--- src/sv/pcp_pkg.sv ---
// Shared types and constants for the convex polyhedron point test.
// Used by pcp_plane_mem, pcp_mac and point_in_convex_polyhedron.
package pcp_pkg;

    localparam int DEF_MAX_FACES = 64;
    localparam int FACE_IDX_W    = 6;
    localparam int FACE_CNT_W    = 7;
    localparam int ACC_W         = 67;

    localparam logic CMD_WRITE = 1'b0;
    localparam logic CMD_TEST  = 1'b1;

    typedef struct packed {
        logic                  command;
        logic [FACE_IDX_W-1:0] face_index;
        logic signed [31:0]    plane_a;
        logic signed [31:0]    plane_b;
        logic signed [31:0]    plane_c;
        logic signed [63:0]    plane_d;
        logic signed [31:0]    point_x;
        logic signed [31:0]    point_y;
        logic signed [31:0]    point_z;
    } t_in_word;

    typedef struct packed {
        logic                  inside_res;
        logic [FACE_IDX_W-1:0] first_outside_face;
    } t_out_word;

    typedef struct packed {
        logic signed [31:0] a;
        logic signed [31:0] b;
        logic signed [31:0] c;
        logic signed [63:0] d;
    } t_plane;

    typedef struct packed {
        logic load_offset;
        logic mul_en;
        logic acc_en;
    } t_mac_ctl;

endpackage

--- src/sv/pcp_mac.sv ---
// Shared 32x32 signed multiplier with a registered product and a 67-bit
// accumulator; flags a strictly positive sum. Depends on pcp_pkg.
module pcp_mac (
    input  logic               i_clk,
    input  pcp_pkg::t_mac_ctl  i_ctl,
    input  logic signed [31:0] i_op_a,
    input  logic signed [31:0] i_op_b,
    input  logic signed [63:0] i_offset,
    output logic               o_pos
);
    import pcp_pkg::*;

    logic signed [63:0]      r_prod;
    logic signed [ACC_W-1:0] r_acc;

    always_ff @(posedge i_clk) begin
        if (i_ctl.mul_en) begin
            r_prod <= i_op_a * i_op_b;
        end
        if (i_ctl.load_offset) begin
            r_acc <= {{(ACC_W-64){i_offset[63]}}, i_offset};
        end else if (i_ctl.acc_en) begin
            r_acc <= r_acc + {{(ACC_W-64){r_prod[63]}}, r_prod};
        end
    end

    assign o_pos = !r_acc[ACC_W-1] && (|r_acc);

endmodule

--- config.mk ---
export PLATFORM = sky130hd
export DESIGN_NAME = pcp_mac
export DESIGN_NICKNAME = d
export VERILOG_FILES = /design/src/sv/pcp_pkg.sv /design/src/sv/pcp_mac.sv
export SDC_FILE = /design/constraint.sdc
export NUM_CORES = 2
export LEC_CHECK = 0
export BUFFER_PORTS_ARGS = -buffer_cell sky130_fd_sc_hd__clkbuf_2
export CORE_AREA = 4 4 363 365
export DETAILED_ROUTE_END_ITERATION = 16
export DIE_AREA = 0 0 367 369
export PLACE_DENSITY = 0.58
export SETUP_SLACK_MARGIN = 0.1
export SLEW_MARGIN = 40
export SYNTH_ARGS = -nofsm -noshare
export SYNTH_HDL_FRONTEND = slang
export SYNTH_SLANG_ARGS = --single-unit
export TNS_END_PERCENT = 10
--- constraint.sdc ---
create_clock -name i_clk -period 10.7 [get_ports i_clk]
set_input_delay 1.07 -clock i_clk [delete_from_list [all_inputs] [get_ports i_clk]]
set_output_delay 1.07 -clock i_clk [all_outputs]
set_load 0.1 [all_outputs]
==> impl_metrics.json <==
{
  "status": "complete, no violations",
  "worstSetupPathType": "in -> reg",
  "cp.arrival_ns": 9.18,
  "track_usage_pct": 18.89,
  "start_util_pct": 34.73,
  "drtIter0Drc": 1741,
  "crit_required_ns": 10.89,
  "cts_resized": 0,
  "core-area_um2": 128800,
  "avgSynthCellArea_um2": 9.414,
  "wl_um": 124600,
  "setup_violations": 0,
  "portBuffers": 132,
  "cts_tree": "done",
  "gp_congestion": 0.8825,
  "syn-cell-area_um2": 44730,
  "relSlewSlack_pct": 40.42,
  "yosysWarnings": 0,
  "drive_gt1_share_pct": 4.295,
  "antenna_left": 0,
  "critical_path.most_common_cell": "fa_1",
  "insertion_delay_ns": 0.44,
  "cts_inserted_buffers": 17,
  "async_reset_ff_share_pct": 0,
  "tightestPinTransition_ns": 0.8937,
  "cp_cell_sequence": "clkbuf_2 -> buf_4 -> and2_1 -> fa_1 -> fa_1 -> inv_1 -> fa_1 -> fa_1 -> inv_1 -> fa_1 -> fa_1 -> fa_1 -> fa_1 -> ha_1 -> a21boi_0 -> a311o_1 -> o311ai_0 -> o211ai_1 -> o31ai_1 -> nor2_1 -> a211oi_1 -> o21a_1 -> xnor2_1",
  "die_h_um": 369,
  "drc": 0,
  "cts.htree.levels": 4,
  "hp-class": "reg -> reg",
  "die_area_um2": 135400,
  "grt_max_degree": 82,
  "wl_per_cell_um": 19.52,
  "ys_types": 73,
  "firstDrtPassIters": 5,
  "num_rows": 132,
  "root_buffer": "clkbuf_16",
  "crit_fanout": 22,
  "cp-start-kind": "input port",
  "antenna_found_initial": 17,
  "synth.top_cells.by_count": "1,083 x fa_1, 1,014 x inv_1, 621 x nand2_1, 529 x and2_1, 250 x ha_1",
  "syn_nets": 6217,
  "area_delta_synth_final_pct": 6.013,
  "grt_pass1_wl_um": 202100,
  "finalHoldViolCount": 0,
  "synth_enable_flop_cells": 131,
  "worstSetupEndpointType": "flip-flop",
  "ys_seq_elements": 131,
  "fin_crit_sh_pct": 83.96,
  "synth_largest_area_cell": "fa_1",
  "die_w_um": 367,
  "tns_ns": 0,
  "n_fill_cell": 12950,
  "drv_cap": 0,
  "io_pins": 133,
  "critPathSlowestCell": "fa_1",
  "vias": 31839,
  "yosysMostFrequentCell": "fa_1",
  "grt_overflow_total": 0,
  "yosys-top-cells-area": "fa_1 48%, edfxtp_1 8.8%, inv_1 8.5%",
  "ys_seq_area_share_pct": 8.794,
  "dp_hpwl_um": 102400,
  "fin_worst_skew_ns": 0.01455,
  "drv_slew": 0,
  "syn-instance-count": 4752,
  "synth_top_area_share_pct": 48.47,
  "nNetsFinal": 6156,
  "crit_path_max_incr_delay_ns": 0.65,
  "clk_pin_slew_ns": 0.06,
  "yosys_most_used_dff": "edfxtp_1",
  "grt_pass1_vias": 35709,
  "rsz0062_at_grt": "no",
  "post-cts-setup-buffers": 0,
  "viasPerCell": 4.987,
  "clock-sinks": 131,
  "cts_max_path_buffers": 2,
  "hold_buffers": 0,
  "period_needed_ns": 8.984,
  "max_freq_ghz": 0.1113
}
## final cells by class
| cell class | count | area [um2] | area share (%) |
|---|---|---|---|
| clock buffer | 18 | 429.2 | 0.9049 |
| tap | 1675 | 2096 | 4.419 |
| antenna | 7 | 17.52 | 0.03694 |
| multi-input combinational | 3367 | 36080 | 76.08 |
| timing repair buffer | 159 | 955.9 | 2.016 |
| inverter | 1015 | 3810 | 8.034 |
| clock inverter | 13 | 102.6 | 0.2163 |
| sequential | 131 | 3934 | 8.295 |
## through the flow
step,cells,hold slack (ns),util [%],area (um2),worst slack (ns)
floorplan,4752,0.6495,-,44730,2.384
global placement,6345,0.6656,36.31,46770,1.273
detailed placement,6345,0.6736,36.35,46820,1.244
CTS,6376,0.6881,36.76,47360,1.706
global route,6378,0.7268,36.80,47410,1.291
finish,6385,0.6841,36.81,47420,1.716
## kinds of logic after synthesis
kind of cell | after synthesis | synth area share, %
muxes | 3 | 0.07272
and+or+nand+nor | 1412 | 15.63
AOI/OAI and AO/OA | 499 | 7.141
DFF | 131 | 8.794
adders and majority gates | 1333 | 55.46
buffers and inverters | 1254 | 10.55
xor gates and xnor gates | 120 | 2.349
## registers in the layout, summed over array words and instances, names as in the netlist
name    count
r_acc      67
r_prod     64
## cell usage in the layout (no fill, tap or decap), drive strengths merged, types with 41 or more instances in the layout
cell type | netlist | layout
ha | 250 | 250
xnor2 | 82 | 82
buf | 6 | 41
and2 | 529 | 529
nor2 | 97 | 97
clkbuf | 233 | 136
a21oi | 143 | 143
o21ai | 124 | 124
inv | 1014 | 1018
a21o | 55 | 55
fa | 1083 | 1083
nand2 | 621 | 621
edfxtp | 131 | 131
## worst paths after layout
| check | startpoint | end | slack [ns] | depth (start not counted) |
|---|---|---|---|---|
| worst max-delay path | i_op_b[9] | r_prod[62] | 1.72 | 23 |
| worst min-delay path | r_prod[0] | r_acc[0] | 0.68 | 2 |
| worst max register to register | r_prod[17] | r_acc[66] | 6.78 | 11 |
| worst min register to register | r_prod[0] | r_acc[0] | 0.68 | 2 |
## per-layer routing
layer | up-vias | GRT usage, % | share of wire [%]
met5 | - | 0 | 0.055
met4 | 10 | 4.290 | 2.2
met3 | 165 | 2.894 | 5.9
met2 | 858 | 31.73 | 47
met1 | 16599 | 25.83 | 45
li1 | 14207 | - | -
## critical path, delay by kind of cell
family	cells	cell delay [ns]
simple gates	2	0.35
xor+xnor	1	0.06
compound gates	7	2.00
buf+inv	4	1.09
fa+ha+maj	9	4.58
Power is not shown: default switching activity piles up to over one toggle a cycle in this logic, so the estimate is an artifact.
